<file path="src/jsu_pkg.sv">
// Shared types and constants for the JSON string unescape unit.
// Holds the command record that the front hands to the back and the result kinds.
// Depends on nothing.
`default_nettype none

package jsu_pkg;

	localparam int unsigned QUEUE_DEPTH_DEF = 4;

	localparam logic [1:0] KIND_DATA = 2'd0;
	localparam logic [1:0] KIND_END  = 2'd1;
	localparam logic [1:0] KIND_ERR  = 2'd2;

	localparam logic [7:0] CH_NUL       = 8'h00;
	localparam logic [7:0] CH_QUOTE     = 8'h22;
	localparam logic [7:0] CH_BACKSLASH = 8'h5C;
	localparam logic [7:0] CH_U         = 8'h75;

	// One command is everything one accepted byte produces, in order:
	// an optional held surrogate, an optional code point, an optional end or error.
	typedef struct packed {
		logic        flush_en;
		logic [15:0] flush_cp;
		logic        cp_en;
		logic [20:0] cp;
		logic        term_en;
		logic [1:0]  term_kind;
	} cmd_t;

endpackage

`default_nettype wire

</file>
<file path="src/jsu_front.sv">
// Front of the JSON string unescape unit: parses escapes and surrogate pairs.
// Turns each accepted byte into at most one command for the queue. Uses jsu_pkg.
`default_nettype none

module jsu_front (
	input  wire               clk,
	input  wire               arst_n,
	input  wire               byte_valid,
	input  wire  [7:0]        in_byte,
	output logic              byte_stall,
	input  wire               full,
	output logic              push,
	output jsu_pkg::cmd_t     cmd
);
	import jsu_pkg::*;

	localparam logic [2:0] PH_IDLE     = 3'd0;
	localparam logic [2:0] PH_BODY     = 3'd1;
	localparam logic [2:0] PH_ESC      = 3'd2;
	localparam logic [2:0] PH_HEX      = 3'd3;
	localparam logic [2:0] PH_HELD     = 3'd4;
	localparam logic [2:0] PH_HELD_ESC = 3'd5;

	logic [2:0]  phase_q, phase_d;
	logic [15:0] hex_q, hex_d;
	logic [1:0]  cnt_q, cnt_d;
	logic [15:0] held_q, held_d;
	logic        held_v_q, held_v_d;

	logic        accept;
	logic        finish_c;
	logic        dig_ok;
	logic [3:0]  dig;
	logic        esc_ok;
	logic [7:0]  esc_byte;
	logic [15:0] acc;
	logic [20:0] joined;

	always_comb begin
		dig_ok = 1'b1;
		dig = 4'd0;
		if (in_byte >= 8'h30 && in_byte <= 8'h39) begin
			dig = 4'(in_byte - 8'h30);
		end else if (in_byte >= 8'h61 && in_byte <= 8'h66) begin
			dig = 4'(in_byte - 8'h57);
		end else if (in_byte >= 8'h41 && in_byte <= 8'h46) begin
			dig = 4'(in_byte - 8'h37);
		end else begin
			dig_ok = 1'b0;
		end
	end

	always_comb begin
		esc_ok = 1'b1;
		case (in_byte)
			8'h22: esc_byte = 8'h22;
			8'h5C: esc_byte = 8'h5C;
			8'h2F: esc_byte = 8'h2F;
			8'h62: esc_byte = 8'h08;
			8'h66: esc_byte = 8'h0C;
			8'h6E: esc_byte = 8'h0A;
			8'h72: esc_byte = 8'h0D;
			8'h74: esc_byte = 8'h09;
			default: begin
				esc_ok = 1'b0;
				esc_byte = 8'h00;
			end
		endcase
	end

	assign acc = {hex_q[11:0], dig};
	assign joined = 21'h10000 + {1'b0, held_q[9:0], acc[9:0]};

	always_comb begin
		phase_d = phase_q;
		hex_d = hex_q;
		cnt_d = cnt_q;
		held_d = held_q;
		held_v_d = held_v_q;
		cmd = '0;
		finish_c = 1'b0;
		case (phase_q)
			PH_IDLE: begin
				if (in_byte == CH_QUOTE) begin
					phase_d = PH_BODY;
				end else begin
					finish_c = 1'b1;
					cmd.term_kind = KIND_ERR;
				end
			end
			PH_BODY: begin
				if (in_byte == CH_NUL) begin
					finish_c = 1'b1;
					cmd.term_kind = KIND_ERR;
				end else if (in_byte == CH_QUOTE) begin
					finish_c = 1'b1;
					cmd.term_kind = KIND_END;
				end else if (in_byte == CH_BACKSLASH) begin
					phase_d = PH_ESC;
				end else begin
					cmd.cp_en = 1'b1;
					cmd.cp = {13'd0, in_byte};
				end
			end
			PH_ESC, PH_HELD_ESC: begin
				if (in_byte == CH_U) begin
					hex_d = '0;
					cnt_d = '0;
					phase_d = PH_HEX;
				end else if (!esc_ok) begin
					finish_c = 1'b1;
					cmd.term_kind = KIND_ERR;
				end else begin
					cmd.flush_en = held_v_q;
					cmd.flush_cp = held_q;
					held_d = '0;
					held_v_d = 1'b0;
					cmd.cp_en = 1'b1;
					cmd.cp = {13'd0, esc_byte};
					phase_d = PH_BODY;
				end
			end
			PH_HEX: begin
				if (!dig_ok) begin
					finish_c = 1'b1;
					cmd.term_kind = KIND_ERR;
				end else if (cnt_q != 2'd3) begin
					hex_d = acc;
					cnt_d = cnt_q + 2'd1;
				end else begin
					hex_d = '0;
					cnt_d = '0;
					held_d = '0;
					held_v_d = 1'b0;
					if (held_v_q && acc >= 16'hDC00 && acc <= 16'hDFFF) begin
						cmd.cp_en = 1'b1;
						cmd.cp = joined;
						phase_d = PH_BODY;
					end else begin
						cmd.flush_en = held_v_q;
						cmd.flush_cp = held_q;
						if (acc >= 16'hD800 && acc <= 16'hDBFF) begin
							held_d = acc;
							held_v_d = 1'b1;
							phase_d = PH_HELD;
						end else begin
							cmd.cp_en = 1'b1;
							cmd.cp = {5'd0, acc};
							phase_d = PH_BODY;
						end
					end
				end
			end
			PH_HELD: begin
				if (in_byte == CH_BACKSLASH) begin
					phase_d = PH_HELD_ESC;
				end else if (in_byte == CH_NUL) begin
					finish_c = 1'b1;
					cmd.term_kind = KIND_ERR;
				end else begin
					cmd.flush_en = held_v_q;
					cmd.flush_cp = held_q;
					held_d = '0;
					held_v_d = 1'b0;
					if (in_byte == CH_QUOTE) begin
						finish_c = 1'b1;
						cmd.term_kind = KIND_END;
					end else begin
						cmd.cp_en = 1'b1;
						cmd.cp = {13'd0, in_byte};
					end
				end
			end
			default: begin
				finish_c = 1'b1;
				cmd.term_kind = KIND_ERR;
			end
		endcase
		if (finish_c) begin
			cmd.term_en = 1'b1;
			phase_d = PH_IDLE;
			hex_d = '0;
			cnt_d = '0;
			held_d = '0;
			held_v_d = 1'b0;
		end
	end

	assign byte_stall = full;
	assign accept = byte_valid && !full;
	assign push = accept && (cmd.flush_en || cmd.cp_en || cmd.term_en);

	always_ff @(posedge clk or negedge arst_n) begin
		if (!arst_n) begin
			phase_q <= PH_IDLE;
			hex_q <= '0;
			cnt_q <= '0;
			held_q <= '0;
			held_v_q <= 1'b0;
		end else if (accept) begin
			phase_q <= phase_d;
			hex_q <= hex_d;
			cnt_q <= cnt_d;
			held_q <= held_d;
			held_v_q <= held_v_d;
		end
	end

endmodule

`default_nettype wire

</file>
<file path="src/jsu_queue.sv">
// Command queue between the front and the back of the unescape unit.
// A small register FIFO with a full flag and a head output. Uses jsu_pkg.
`default_nettype none

module jsu_queue #(
	parameter int unsigned DEPTH = jsu_pkg::QUEUE_DEPTH_DEF
) (
	input  wire               clk,
	input  wire               arst_n,
	input  wire               push,
	input  jsu_pkg::cmd_t     push_cmd,
	input  wire               pop,
	output logic              full,
	output logic              nonempty,
	output jsu_pkg::cmd_t     head
);
	import jsu_pkg::*;

	localparam int unsigned AW = $clog2(DEPTH);
	localparam int unsigned CW = $clog2(DEPTH + 1);

	cmd_t          entry_q [DEPTH];
	logic [AW-1:0] wr_ptr_q, rd_ptr_q;
	logic [CW-1:0] count_q;
	logic          do_push, do_pop;

	assign full = (count_q == CW'(DEPTH));
	assign nonempty = (count_q != '0);
	assign head = entry_q[rd_ptr_q];
	assign do_push = push && !full;
	assign do_pop = pop && nonempty;

	always_ff @(posedge clk) begin
		if (do_push) begin
			entry_q[wr_ptr_q] <= push_cmd;
		end
	end

	always_ff @(posedge clk or negedge arst_n) begin
		if (!arst_n) begin
			wr_ptr_q <= '0;
			rd_ptr_q <= '0;
			count_q <= '0;
		end else begin
			if (do_push) begin
				wr_ptr_q <= (wr_ptr_q == AW'(DEPTH - 1)) ? '0 : wr_ptr_q + 1'b1;
			end
			if (do_pop) begin
				rd_ptr_q <= (rd_ptr_q == AW'(DEPTH - 1)) ? '0 : rd_ptr_q + 1'b1;
			end
			if (do_push && !do_pop) begin
				count_q <= count_q + 1'b1;
			end else if (do_pop && !do_push) begin
				count_q <= count_q - 1'b1;
			end
		end
	end

endmodule

`default_nettype wire

</file>
<file path="src/jsu_back.sv">
// Back of the unescape unit: expands each command into UTF-8 bytes and end or error items.
// Emits one result per cycle while a command is queued and res_stall is low, through an output register. Uses jsu_pkg.
`default_nettype none

module jsu_back (
	input  wire               clk,
	input  wire               arst_n,
	input  wire               nonempty,
	input  jsu_pkg::cmd_t     head,
	output logic              pop,
	output logic              res_valid,
	input  wire               res_stall,
	output logic [7:0]        out_byte,
	output logic [1:0]        kind,
	output logic              last
);
	import jsu_pkg::*;

	logic [2:0] idx_q;
	logic [2:0] cp_len, fl_n, cp_n, total, j;
	logic [7:0] byte_c;
	logic [1:0] kind_c;
	logic       last_c;
	logic       advance;
	logic       res_valid_q;
	logic [7:0] out_byte_q;
	logic [1:0] kind_q;
	logic       last_q;

	function automatic logic [7:0] utf8_byte(input logic [20:0] cp, input logic [2:0] len,
		input logic [2:0] pos);
		logic [7:0] b;
		b = 8'h00;
		case (len)
			3'd1: b = cp[7:0];
			3'd2: b = (pos == 3'd0) ? {3'b110, cp[10:6]} : {2'b10, cp[5:0]};
			3'd3: begin
				case (pos)
					3'd0: b = {4'b1110, cp[15:12]};
					3'd1: b = {2'b10, cp[11:6]};
					default: b = {2'b10, cp[5:0]};
				endcase
			end
			default: begin
				case (pos)
					3'd0: b = {5'b11110, cp[20:18]};
					3'd1: b = {2'b10, cp[17:12]};
					3'd2: b = {2'b10, cp[11:6]};
					default: b = {2'b10, cp[5:0]};
				endcase
			end
		endcase
		return b;
	endfunction

	always_comb begin
		if (head.cp < 21'h80) begin
			cp_len = 3'd1;
		end else if (head.cp < 21'h800) begin
			cp_len = 3'd2;
		end else if (head.cp < 21'h10000) begin
			cp_len = 3'd3;
		end else begin
			cp_len = 3'd4;
		end
	end

	assign fl_n = head.flush_en ? 3'd3 : 3'd0;
	assign cp_n = head.cp_en ? cp_len : 3'd0;
	assign total = fl_n + cp_n + {2'd0, head.term_en};
	assign j = idx_q - fl_n;

	always_comb begin
		kind_c = KIND_DATA;
		if (idx_q < fl_n) begin
			byte_c = utf8_byte({5'd0, head.flush_cp}, 3'd3, idx_q);
		end else if (j < cp_n) begin
			byte_c = utf8_byte(head.cp, cp_len, j);
		end else begin
			byte_c = 8'h00;
			kind_c = head.term_kind;
		end
	end

	assign last_c = (idx_q == total - 3'd1);
	assign advance = nonempty && (!res_valid_q || !res_stall);
	assign pop = advance && last_c;

	always_ff @(posedge clk) begin
		if (advance) begin
			out_byte_q <= byte_c;
			kind_q <= kind_c;
			last_q <= last_c;
		end
	end

	always_ff @(posedge clk or negedge arst_n) begin
		if (!arst_n) begin
			res_valid_q <= 1'b0;
			idx_q <= '0;
		end else begin
			if (!res_valid_q || !res_stall) begin
				res_valid_q <= nonempty;
			end
			if (advance) begin
				idx_q <= last_c ? 3'd0 : idx_q + 3'd1;
			end
		end
	end

	assign res_valid = res_valid_q;
	assign out_byte = out_byte_q;
	assign kind = kind_q;
	assign last = last_q;

endmodule

`default_nettype wire

</file>
<file path="src/json_string_unescape_utf8_unit.sv">
// Top level of the JSON string unescape unit: front parser, command queue, UTF-8 back end.
// Path: the results of an accepted byte pass through the queue and then the output register.
// Throughput: one input byte per cycle while each byte yields at most one result and res_stall is low;
// a byte that yields several results holds the back end until all are out, and the queue absorbs the burst.
// Reset: arst_n clears the parser state, the queue and the output valid flag at once.
`default_nettype none

module json_string_unescape_utf8_unit #(
	parameter int unsigned QUEUE_DEPTH = jsu_pkg::QUEUE_DEPTH_DEF
) (
	input  wire        clk,
	input  wire        arst_n,
	input  wire        byte_valid,
	output logic       byte_stall,
	input  wire  [7:0] in_byte,
	output logic       res_valid,
	input  wire        res_stall,
	output logic [7:0] out_byte,
	output logic [1:0] kind,
	output logic       last
);
	import jsu_pkg::*;

	cmd_t front_cmd;
	cmd_t head_cmd;
	logic push;
	logic pop;
	logic full;
	logic nonempty;

	jsu_front u_front (
		.clk        (clk),
		.arst_n     (arst_n),
		.byte_valid (byte_valid),
		.in_byte    (in_byte),
		.byte_stall (byte_stall),
		.full       (full),
		.push       (push),
		.cmd        (front_cmd)
	);

	jsu_queue #(
		.DEPTH (QUEUE_DEPTH)
	) u_queue (
		.clk      (clk),
		.arst_n   (arst_n),
		.push     (push),
		.push_cmd (front_cmd),
		.pop      (pop),
		.full     (full),
		.nonempty (nonempty),
		.head     (head_cmd)
	);

	jsu_back u_back (
		.clk       (clk),
		.arst_n    (arst_n),
		.nonempty  (nonempty),
		.head      (head_cmd),
		.pop       (pop),
		.res_valid (res_valid),
		.res_stall (res_stall),
		.out_byte  (out_byte),
		.kind      (kind),
		.last      (last)
	);

endmodule

`default_nettype wire

</file>
<file path="config.mk">
export PLATFORM = sky130hd
export DESIGN_NAME = json_string_unescape_utf8_unit
export DESIGN_NICKNAME = d
export VERILOG_FILES = /design/src/jsu_pkg.sv /design/src/jsu_front.sv /design/src/jsu_queue.sv /design/src/jsu_back.sv /design/src/json_string_unescape_utf8_unit.sv
export SDC_FILE = /design/constraint.sdc
export NUM_CORES = 1
export LEC_CHECK = 0
export ABC_AREA = 1
export BUFFER_PORTS_ARGS = -buffer_cell sky130_fd_sc_hd__buf_2
export CORE_AREA = 2 2 133 135
export CTS_CLUSTER_SIZE = 12
export DETAILED_ROUTE_END_ITERATION = 7
export DIE_AREA = 0 0 135 137
export PLACE_DENSITY_LB_ADDON = 0.05
export SKIP_LAST_GASP = 1
export SYNTH_ARGS = -nofsm -noshare
export SYNTH_HDL_FRONTEND = slang
export SYNTH_SLANG_ARGS = --single-unit
</file>
<file path="constraint.sdc">
create_clock -name clk -period 12.84 [get_ports clk]
set_input_delay 0 -clock clk [delete_from_list [all_inputs] [get_ports clk]]
set_output_delay 0 -clock clk [all_outputs]
set_load 0.01 [all_outputs]
</file>
==> key figures, run 1 <==
Die
  • Boundary Pins: 25
  • Die area: 18500 um2
  • Row count: 48
  • Die Wd: 135 um
  • Area of the core: 17060 um2
  • Initial core utilization: 65.69%
  • Die Ht: 137 um

STA
  • Setup TNS: 0 ns
  • # setup viols final: 0
  • Clock skew: 0.01575 ns
  • Worst hold slack: just under 0.01 ns
  • Minimum clock period: 5.554 ns
  • Fin crit share: 43.25%
  • RSZ-0062 raised after global routing: no
  • Worst slew margin: 39.64%
  • Final hold vios: 0
  • Fmax: around 0.18 GHz
  • Slew Limit Fails: 0
  • Slew @ Worst Pin: 0.9044 ns

CTS
  • Clk sinks: 224
  • Clock edge transition at the registers on the reported setup and hold paths: 0.06 ns
  • Resized Gates After CTS: 0
  • Post-CTS setup buffer count: 0
  • H-Tree Depth: 1
  • Root Driver: clkbuf_16
  • Hold-fix buffers at CTS: 2
  • TritonCTS clock tree: done
  • Clock buffer depth: 3
  • CTS Buf Count: 24
  • Worst-Skew Late Latency: 0.52 ns

Global routing
  • Vias in the first global route: roughly 7900
  • Global-route wire length before repair: 42.09 mm
  • GR Overflow Total: 0
  • GRT Total Usage: 29.55%
  • Antenna violations before repair: 0
  • Largest net degree at the start of global routing: 83

Route
  • DR DRC count: 0
  • Drt pass-1 iters: 5
  • Via/cell ratio: approximately 5.8
  • Via Count: 8415
  • DR WL/cell: 18.50 um
  • Routed wire length: 26.68 mm
  • 1st-iter DRT viols: 1085
  • Final ANT Viol Nets: 0

Worst setup path
  • Startpoint types: flip-flop
  • Worst EP required: roughly 13 ns
  • Crit path launch: u_queue.rd_ptr_q[0]$_DFFE_PN0P_
  • RR Startpoint: u_queue.rd_ptr_q[0]$_DFFE_PN0P_
  • Crit-path max FO: 82
  • Worst EP arrival: roughly 6.0 ns
  • CP Class: flip-flop to flip-flop
  • Crit path cell chain: inv_4 -> nand2_1 -> nand3_1 -> nand2_1 -> nand3_1 -> nor2_2 -> nand2_1 -> o21ai_0 -> ha_1 -> fa_1 -> xnor2_1 -> xor2_1 -> xor2_2 -> nand3_2 -> ha_1 -> inv_1 -> fa_1 -> mux2_2
  • Max stage delay cell, worst path: dfrtp_2
  • WP depth: 18
  • CP endpoint: u_queue.count_q[1]$_DFFE_PN0P_
  • Buf/Inv on CP: 2
  • Cell mode on critical path: nand2_1
  • Flop-to-flop setup slack: roughly 7.3 ns
  • Worst Setup End Kind: flip-flop
  • Cells on worst reg2reg path: 18
  • CP peak stage delay: 0.82 ns
  • Delay-heaviest family, CP: adder cells
  • R2R Path End: u_queue.count_q[1]$_DFFE_PN0P_

Synth
  • Commonest register cell after synthesis: edfxtp_1
  • Sequential share of the synthesized area: a little under 60%
  • Synth Cell Area: approximately 11000 um2
  • Synth Register Bits: 224
  • Yosys Warn Count: 0
  • Syn Nets: 1223
  • Cells after Synth: about 1200
  • Syn_area_per_cell: between 9 and 10 um2
  • Synth unique cells: 52
  • Asr flop ratio synth: 20.09%
  • Number of flops mapped to enable cells by yosys: 179

Cells and area
  • Antenna fix cells: 0
  • Layout cell share with drive strength beyond 1: around 9.9%
  • Fin cells: 1442
  • Layout fillers: 1296
  • Area growth, synth to finish: 8.610%
  • Design area: 12170 um2
  • Fin nets: 1238

Placement
  • Placer Congestion: roughly 0.95
  • IO Port Bufs: 24
  • Final HPWL DP: about 18 mm
  • Placed cells: 1398
  • Dpl cell area: 11440 um2

Run status
  • Status: finished clean

Power
  • Power Density: 242.5 nW/um2
  • Static leakage: just over 5 nW
  • Max rail drop VDD: approximately 0.19 mV
  • Total power: 2.951 mW

Hold path
  • Worst hold path type: input port to flip-flop

Run
  • MaxCap Viol Count: 0
-- registers in the layout, indices dropped and copies added, names as in the netlist, 3 cells and up --
register	cells
u_queue.entry_q	168
u_front.held_q	16
u_front.hex_q	12
u_back.out_byte	8
u_back.idx_q	3
u_front.phase_q	3
u_queue.count_q	3
-- per-layer routing --
metal	wire (um)	up-vias	share of wire, %	global-route usage [%]
met5	0	-	0	0
met4	893	0	3.3	10.07
met3	1766	61	6.6	4.259
met2	12580	332	47	48.25
met1	11450	3964	43	41.15
li1	-	4058	-	-
-- placed cells by master (no fill, tap or decap), types with 5 or more instances in the layout --
| master | synthesis | routed |
|---|---|---|
| a21oi_1 | 20 | 20 |
| and3_1 | 16 | 16 |
| buf_2 | 23 | 24 |
| buf_4 | 4 | 9 |
| clkbuf_1 | 9 | 10 |
| clkbuf_16 | 0 | 24 |
| clkinv_1 | 3 | 7 |
| dfrtp_1 | 45 | 44 |
| edfxtp_1 | 179 | 179 |
| ha_1 | 22 | 22 |
| inv_1 | 84 | 84 |
| inv_2 | 13 | 13 |
| nand2_1 | 324 | 324 |
| nand2_2 | 13 | 13 |
| nand3_1 | 119 | 119 |
| nand4_1 | 17 | 17 |
| nor2_1 | 119 | 115 |
| nor2_2 | 9 | 9 |
| nor2_4 | 2 | 6 |
| nor3_1 | 13 | 13 |
| o211ai_1 | 6 | 6 |
| o21ai_0 | 59 | 59 |
| o22ai_1 | 20 | 20 |
| or2_2 | 5 | 5 |
| xor2_1 | 6 | 6 |
-- how the worst min path moves through the flow --
stage / slack [ns] / cells after the start / to / start
finish: 0.01 / 3 / u_queue.entry_q[0][7]$_DFFE_PP_ / in_byte[4]
global route: 0.03 / 2 / u_queue.entry_q[2][10]$_DFFE_PP_ / in_byte[7]
CTS: 0.0006 / 3 / u_queue.entry_q[0][7]$_DFFE_PP_ / in_byte[4]
detailed placement: 0.14 / 2 / u_queue.rd_ptr_q[0]$_DFFE_PN0P_ / arst_n
global placement: 0.14 / 2 / u_queue.rd_ptr_q[0]$_DFFE_PN0P_ / arst_n
floorplan: -0.30 / 0 / u_back.idx_q[0]$_DFFE_PN0P_ / arst_n
-- through the flow --
stage	utilization, %	setup slack (ns)
floorplan	-	8.639
global placement	67.05	7.512
detailed placement	67.05	7.268
CTS	71.35	7.262
global route	71.35	6.830
finish	71.35	7.286
-- power breakdown --
group          internal (mW)  switching, mW
Combinational          0.381          0.896
Clock                  0.366          0.270
Sequential             0.974         0.0648
-- layout make-up --
cell class,instances,area (um2),area share [%]
timing repair buffer,35,207.7,1.707
clock inverter,8,75.07,0.6169
sequential,224,6502,53.43
tap,225,281.5,2.313
multi-input combinational,815,4083,33.55
inverter,101,381.6,3.136
clock buffer,34,638.1,5.244
-- kinds of logic after synthesis --
kind of cell             count (synthesis)  synth area share [%]
AND/OR/NAND/NOR                        648                 25.24
flip-flops                             224                 58.02
buffers and inverters                  147                 5.807
AO/OA/AOI/OAI                          130                 6.901
adder cells (fa/ha/maj)                 25                 2.993
XOR/XNOR                                10                0.8488
multiplexers                             2                0.1898
-- synthesized netlist by cell type, drive strengths merged (7+ instances only) --
master  number  area share, %
nand2      337             12
edfxtp     179             48
nor2       131            4.9
nand3      123            5.7
inv         98            3.3
o21ai       64            3.0
dfrtp       45             10
buf         37            2.1
ha          22            2.5
a21oi       21           0.97
o22ai       20            1.1
nand4       17           0.95
and3        16           0.89
nor3        14           0.67
clkbuf       9           0.30
xor2         7           0.61
-- worst reg2reg max path, cell delays in order (launching register included) --
cell and delay [ns]:
dfrtp_2 0.82, inv_4 0.49, nand2_1 0.21, nand3_1 0.09, nand2_1 0.16, nand3_1 0.11, nor2_2 0.40, nand2_1 0.26
o21ai_0 0.33, ha_1 0.32, fa_1 0.44, xnor2_1 0.17, xor2_1 0.25, xor2_2 0.23, nand3_2 0.14, ha_1 0.24
inv_1 0.11, fa_1 0.43, mux2_2 0.27
(Power assumes the default switching activity.)
==> run 2: changes to the inputs <==
Settings changed: CORE_AREA 2 2 133 135 to 2 2 137 139, DIE_AREA 0 0 135 137 to 0 0 139 141.
Clock period 12.84 ns to 5.8 ns, I/O delays scaled along.
==> run 2 against run 1 <==
Effect of this change: combinational power up 120%; worst setup slack worse by 6.8 ns; cell area up 0.73%; largest cell class unchanged; wire length about the same; critical endpoint unchanged; count of clock-buffer cells in the layout up 4; sequential cell count unchanged; highest routed layer unchanged; clock skew up 0.0048 ns; worst hold slack better by 0.043 ns.
==> key figures, run 2 (synthesis gave the netlist of run 1 again) <==
Run status
  • Status: finished clean (unchanged)

CTS
  • Worst-Skew Late Latency: 0.53 ns (was 0.52 ns)
  • Clock edge transition at the registers on the reported setup and hold paths: 0.06 ns (about the same)
  • Resized Gates After CTS: 0 (unchanged)
  • Clock buffer depth: 3 (unchanged)
  • Hold-fix buffers at CTS: 3 (was 2)
  • CTS Buf Count: 24 (unchanged)
  • H-Tree Depth: 1 (unchanged)
  • TritonCTS clock tree: done (unchanged)
  • Root Driver: clkbuf_16 (unchanged)
  • Post-CTS setup buffer count: 0 (unchanged)
  • Clk sinks: 224 (unchanged)

Worst setup path
  • CP Class: flip-flop to flip-flop (unchanged)
  • Startpoint types: flip-flop (unchanged)
  • R2R Path End: u_queue.count_q[1]$_DFFE_PN0P_ (unchanged)
  • Buf/Inv on CP: 2 (unchanged)
  • RR Startpoint: u_queue.rd_ptr_q[0]$_DFFE_PN0P_ (unchanged)
  • Flop-to-flop setup slack: 0.50 ns (was 7.29 ns)
  • Worst EP arrival: 5.71 ns (was 5.95 ns)
  • Crit path cell chain: inv_4 -> nand2_1 -> nand3_1 -> nand2_1 -> nand3_1 -> nor2_2 -> nand2_1 -> o21ai_0 -> ha_1 -> fa_1 -> xnor2_1 -> xor2_1 -> xor2_2 -> nand3_2 -> ha_1 -> inv_1 -> fa_1 -> mux2_2 (unchanged)
  • Cells on worst reg2reg path: 18 (unchanged)
  • Delay-heaviest family, CP: adder cells (unchanged)
  • WP depth: 18 (unchanged)
  • Crit path launch: u_queue.rd_ptr_q[0]$_DFFE_PN0P_ (unchanged)
  • CP peak stage delay: 0.74 ns (was 0.82 ns)
  • Crit-path max FO: 48 (was 82)
  • Cell mode on critical path: nand2_1 (unchanged)
  • Worst Setup End Kind: flip-flop (unchanged)
  • Max stage delay cell, worst path: dfrtp_2 (unchanged)
  • Worst EP required: 6.21 ns (was 13.24 ns)
  • CP endpoint: u_queue.count_q[1]$_DFFE_PN0P_ (unchanged)

Route
  • Routed wire length: 26.69 mm (was 26.68 mm)
  • Via/cell ratio: 5.744 (was 5.836)
  • DR DRC count: 0 (unchanged)
  • Final ANT Viol Nets: 0 (unchanged)
  • Via Count: 8363 (was 8415)
  • Drt pass-1 iters: 5 (unchanged)
  • DR WL/cell: 18.33 um (was 18.50 um)
  • 1st-iter DRT viols: 731 (was 1085)

STA
  • Clock skew: 0.02058 ns (was 0.01575 ns)
  • Minimum clock period: 5.302 ns (was 5.554 ns)
  • Setup TNS: 0 ns (unchanged)
  • Fin crit share: 91.41% (was 43.25%)
  • Worst hold slack: 0.05323 ns (was 0.009785 ns)
  • Fmax: 0.1886 GHz (was 0.1801 GHz)
  • RSZ-0062 raised after global routing: no (unchanged)
  • Final hold vios: 0 (unchanged)
  • Slew Limit Fails: 0 (unchanged)
  • Worst slew margin: 36.43% (was 39.64%)
  • Post-route setup slack: 0.4984 ns (was 7.286 ns)
  • Slew @ Worst Pin: 0.9525 ns (was 0.9044 ns)
  • # setup viols final: 0 (unchanged)

Cells and area
  • Largest registers: u_queue.entry_q (168), u_front.held_q (16), u_front.hex_q (12) (unchanged)
  • Antenna fix cells: 0 (unchanged)
  • Fin cells: 1456 (was 1442)
  • Area growth, synth to finish: 9.403% (was 8.610%)
  • Most flops, register: u_queue.entry_q (unchanged)
  • Most frequent cells in the layout: nand2_1 (324), edfxtp_1 (179), nand3_1 (119) (unchanged)
  • Max FFs per register: 168 (unchanged)
  • Commonest non-fill, non-tap cell in the layout: nand2_1 (unchanged)
  • Fin nets: 1241 (was 1238)
  • Layout cell share with drive strength beyond 1: 10.23% (was 9.860%)

Placement
  • Place WS: 0.5411 ns (was 7.268 ns)
  • IO Port Bufs: 24 (unchanged)
  • Placer Congestion: 0.9561 (was 0.9498)
  • Final HPWL DP: 18.01 mm (was 17.74 mm)
  • Placed cells: 1409 (was 1398)

Run
  • MaxCap Viol Count: 0 (unchanged)

Power
  • Max rail drop VDD: 0.5605 mV (was 0.1851 mV)
  • Static leakage: 5.149 nW (was 5.113 nW)
  • Power Density: 538.4 nW/um2 (was 242.5 nW/um2)

Die
  • Boundary Pins: 25 (unchanged)
  • Area of the core: 18270 um2 (was 17060 um2)
  • Die Wd: 139 um (was 135 um)
  • Die area: 19600 um2 (was 18500 um2)
  • Die Ht: 141 um (was 137 um)
  • Row count: 50 (was 48)
  • Initial core utilization: 61.34% (was 65.69%)

Global routing
  • Antenna violations before repair: 0 (unchanged)
  • Global-route wire length before repair: 42.13 mm (was 42.09 mm)
  • GRT Total Usage: 27.41% (was 29.55%)
  • Largest net degree at the start of global routing: 49 (was 83)
  • Vias in the first global route: 7892 (was 7868)
  • GR Overflow Total: 0 (unchanged)

Hold path
  • Worst hold path type: input port to flip-flop (unchanged)
-- run 2: changes by cell type in the layout (fill, tap and decap cells not counted), sizes merged --
| cell | previous run | this run |
|---|---|---|
| clkbuf | 34 | 38 |
| clkinv | 9 | 6 |
| buf | 33 | 35 |
| bufinv | 1 | 2 |
| clkinvlp | 0 | 1 |
| dlygate4sd3 | 2 | 3 |
| inv | 99 | 98 |
-- run 2: per-layer routing --
layer	routed length, um	track usage [%]	vias to the layer above
met5	0	0	-
met4	752	9.038	0
met3	1726	3.397	42
met2	12600	44.75	313
met1	11610	38.78	3949
li1	-	-	4059
-- run 2: cell type report --
cell class                      instances  area [um2]
Tap cell                              234       292.8
Clock inverter                          6       92.59
Sequential cell                       224        6502
Inverter                              101       381.6
Clock buffer                           38       673.1
Multi-Input combinational cell        815        4083
Fill cell                            1487        6010
Timing Repair Buffer                   38       232.7
-- run 2: through the flow --
stage / utilization (%) / total power, mW / instance area, um2
3_5_place_dp: 62.75 / 5.107 / 11460
3_3_place_gp: 62.75 / 5.078 / 11460
2_1_floorplan: - / 4.361 / 11200
5_1_grt: 67.10 / 7.058 / 12260
4_1_cts: 67.10 / 6.603 / 12260
6_report: 67.10 / 6.600 / 12260
-- run 2: worst min path at each step --
| stage | endpoint | cells after the start | from |
|---|---|---|---|
| final | u_queue.entry_q[2][8]$_DFFE_PP_ | 3 | in_byte[5] |
| after CTS | u_queue.entry_q[2][8]$_DFFE_PP_ | 3 | in_byte[5] |
| after global placement | u_queue.rd_ptr_q[0]$_DFFE_PN0P_ | 2 | arst_n |
| after global routing | u_queue.entry_q[2][8]$_DFFE_PP_ | 3 | in_byte[5] |
| after detailed placement | u_queue.rd_ptr_q[0]$_DFFE_PN0P_ | 2 | arst_n |
| after floorplan | u_back.idx_q[0]$_DFFE_PN0P_ | 0 | arst_n |
-- run 2: report_power, final --
part / total (mW) / internal (mW) / leakage, nW / switching (mW)
registers: 2.29 / 2.15 / 2.28 / 0.134
clock network: 1.49 / 0.885 / 0.365 / 0.601
logic: 2.83 / 0.846 / 2.51 / 1.98
total: 6.60 / 3.89 / 5.15 / 2.71
-- run 2: worst register-to-register path, stage by stage (launching register included) --
cell     delay [ns]
dfrtp_2        0.74
inv_4          0.36
nand2_1        0.16
nand3_1        0.08
nand2_1        0.17
nand3_1        0.11
nor2_2         0.41
nand2_1        0.26
o21ai_0        0.36
ha_1           0.32
fa_1           0.44
xnor2_1        0.17
xor2_1         0.25
xor2_2         0.23
nand3_2        0.13
ha_1           0.23
inv_1          0.09
fa_1           0.41
mux2_2         0.27
==> run 3: changes to the inputs <==
Settings changed: RECOVER_POWER from default to 100.
==> run 3 against run 2 <==
Effect of this change: non-clock buffer count is the same; register-to-register slack worse by 0.07 ns; worst setup slack worse by 0.072 ns; largest power group unchanged; via count about the same; core utilization is 0.66 points lower; combinational power is 2% lower; cell area decreased by 0.99%; final cell count is the same; fmax decreased by 1.3%; the run now ends with max-capacitance violations, max-slew violations left; critical endpoint unchanged; sequential share of layout area up 0.53 points; worst hold slack got worse by 0.0018 ns; die area did not move.
==> key figures, run 3 (synthesis gave the netlist of run 1 again) <==
Run status
  • Status: finished with violations (was finished clean)
  • Failing checks: max-capacitance violations, max-slew violations

STA
  • Clock skew: 0.02116 ns (was 0.02058 ns)
  • Fmax: 0.1861 GHz (was 0.1886 GHz)
  • RSZ-0062 raised after global routing: no (unchanged)
  • Slew @ Worst Pin: 2.724 ns (was 0.9525 ns)
  • Setup TNS: 0 ns (unchanged)
  • # setup viols final: 0 (unchanged)
  • Worst slew margin: -81.61% (was 36.43%)
  • Slew Limit Fails: 111 (was 0)
  • Final hold vios: 0 (unchanged)
  • Minimum clock period: 5.374 ns (was 5.302 ns)
  • Fin crit share: 92.65% (was 91.41%)

Cells and area
  • Largest registers: u_queue.entry_q (168), u_front.held_q (16), u_front.hex_q (12) (unchanged)
  • Design area: 12140 um2 (was 12260 um2)
  • Antenna fix cells: 0 (unchanged)
  • Commonest non-fill, non-tap cell in the layout: nand2_1 (unchanged)
  • Layout cell share with drive strength beyond 1: 7.529% (was 10.23%)
  • Max FFs per register: 168 (unchanged)
  • Area growth, synth to finish: 8.319% (was 9.403%)
  • Most frequent cells in the layout: nand2_1 (327), edfxtp_1 (179), nand3_1 (122) (was nand2_1 (324), edfxtp_1 (179), nand3_1 (119))
  • Most flops, register: u_queue.entry_q (unchanged)
  • Fin nets: 1241 (unchanged)

Die
  • Boundary Pins: 25 (unchanged)
  • Area of the core: 18270 um2 (unchanged)
  • Die Ht: 141 um (unchanged)
  • Die area: 19600 um2 (unchanged)
  • Die Wd: 139 um (unchanged)
  • Row count: 50 (unchanged)
  • Initial core utilization: 61.34% (unchanged)

CTS
  • Resized Gates After CTS: 0 (unchanged)
  • TritonCTS clock tree: done (unchanged)
  • Root Driver: clkbuf_16 (unchanged)
  • Clock edge transition at the registers on the reported setup and hold paths: 0.06 ns (about the same)
  • Clock buffer depth: 3 (unchanged)
  • Worst-Skew Late Latency: 0.53 ns (about the same)
  • H-Tree Depth: 1 (unchanged)
  • CTS Buf Count: 24 (unchanged)
  • Clk sinks: 224 (unchanged)
  • Post-CTS setup buffer count: 0 (unchanged)

Run
  • MaxCap Viol Count: 4 (was 0)

Worst setup path
  • CP Class: flip-flop to flip-flop (unchanged)
  • Worst Setup End Kind: flip-flop (unchanged)
  • Crit-path max FO: 48 (unchanged)
  • Startpoint types: flip-flop (unchanged)
  • Worst EP required: 6.21 ns (about the same)
  • Cells on worst reg2reg path: 18 (unchanged)
  • Worst EP arrival: 5.78 ns (was 5.71 ns)

Placement
  • Final HPWL DP: 18.01 mm (unchanged)
  • Placer Congestion: 0.9561 (unchanged)
  • Dpl cell area: 11460 um2 (unchanged)
  • IO Port Bufs: 24 (unchanged)

Route
  • Final ANT Viol Nets: 0 (unchanged)
  • Drt pass-1 iters: 5 (unchanged)
  • DR WL/cell: 18.36 um (was 18.33 um)
  • Via Count: 8358 (was 8363)
  • Via/cell ratio: 5.740 (was 5.744)
  • DR DRC count: 0 (unchanged)
  • Routed wire length: 26.74 mm (was 26.69 mm)
  • 1st-iter DRT viols: 826 (was 731)

Power
  • Logic pwr share: 42.1% (was 42.8%)
  • P_int: 3.853 mW (was 3.886 mW)
  • Sequential Power Share: 35.1% (was 34.7%)
  • Power Density: 539.0 nW/um2 (was 538.4 nW/um2)
  • Net Sw Power: 2.689 mW (was 2.714 mW)
  • Max rail drop VDD: 0.5575 mV (was 0.5605 mV)
  • Static leakage: 5.093 nW (was 5.149 nW)
  • Clk network pwr share: 22.8% (was 22.5%)
  • Switching Share: 41.10% (was 41.12%)

Global routing
  • GR Overflow Total: 0 (unchanged)
  • GRT Total Usage: 27.41% (unchanged)
  • Global-route wire length before repair: 42.13 mm (unchanged)
  • Vias in the first global route: 7892 (unchanged)
  • Antenna violations before repair: 0 (unchanged)
  • Largest net degree at the start of global routing: 49 (unchanged)

Hold path
  • Hold path depth: 3 (unchanged)
  • Worst hold path type: input port to flip-flop (unchanged)
[run 3: per-stage QoR]
step | setup slack (ns) | instances | hold WS (ns) | utilization (%) | power, mW
2_1_floorplan | 1.599 | 1186 | -0.2956 | - | 4.361
3_3_place_gp | 0.7138 | 1409 | 0.1483 | 62.75 | 5.078
3_5_place_dp | 0.5411 | 1409 | 0.1505 | 62.75 | 5.107
4_1_cts | 0.5269 | 1456 | 0.03571 | 67.10 | 6.603
5_1_grt | 0.08091 | 1456 | 0.06680 | 66.44 | 6.988
6_report | 0.4264 | 1456 | 0.05145 | 66.44 | 6.542
[run 3: routing by layer]
layer  up-vias  track usage (%)  wire [um]
met1      3972            38.78      11710
met2       285            44.75      12580
li1       4060                -          -
met4         0            9.038        750
met5         -                0          0
met3        41            3.397       1699
[run 3: repair_timing]
| action | 4_1_cts | 5_1_grt |
|---|---|---|
| endpoints found under the setup margin | 0 | 0 |
| hold buffers | 3 | 0 |
| endpoints found under the hold margin | 52 | 0 |
[run 3: layout make-up]
class	count	area (um2)
multi-input cells	815	3989
clock inverters	6	92.59
inverters	101	381.6
flip-flops and latches	224	6502
well taps	234	292.8
fillers	1506	6131
repair buffers	38	205.2
clock buffers	38	673.1
[run 3: critical path, cell delays in order, from the launching register on]
cell     delay (ns)
dfrtp_2        0.74
inv_4          0.34
nand2_1        0.16
nand3_1        0.08
nand2_1        0.17
nand3_1        0.11
nor2_2         0.41
nand2_1        0.25
o21ai_0        0.36
ha_1           0.32
fa_1           0.44
xnor2_1        0.17
xor2_1         0.19
xor2_1         0.27
nand3_1        0.20
ha_1           0.25
inv_1          0.09
fa_1           0.41
mux2_2         0.27
[run 3: worst paths after layout]
path | from | endpoint | slack, ns
min in group asynchronous | arst_n | u_queue.rd_ptr_q[0]$_DFFE_PN0P_ | 0.98
max reg2reg | u_queue.rd_ptr_q[0]$_DFFE_PN0P_ | u_queue.count_q[1]$_DFFE_PN0P_ | 0.43
max | u_queue.rd_ptr_q[0]$_DFFE_PN0P_ | u_queue.count_q[1]$_DFFE_PN0P_ | 0.43
min | in_byte[5] | u_queue.entry_q[2][8]$_DFFE_PP_ | 0.05
max in group asynchronous | arst_n | u_queue.rd_ptr_q[0]$_DFFE_PN0P_ | 3.09
min reg2reg | u_front.held_q[11]$_DFFE_PN0P_ | u_front.held_q[11]$_DFFE_PN0P_ | 0.47
[run 3: power by group through the flow]
stage                     Sequential [mW]  Combinational [mW]  Clock, mW
after global placement               2.31                2.76          0
after CTS                            2.29                2.80       1.51
after floorplan                      2.30                2.06          0
final                                2.30                2.76       1.49
after detailed placement             2.32                2.79          0
after global routing                 2.32                3.09       1.57
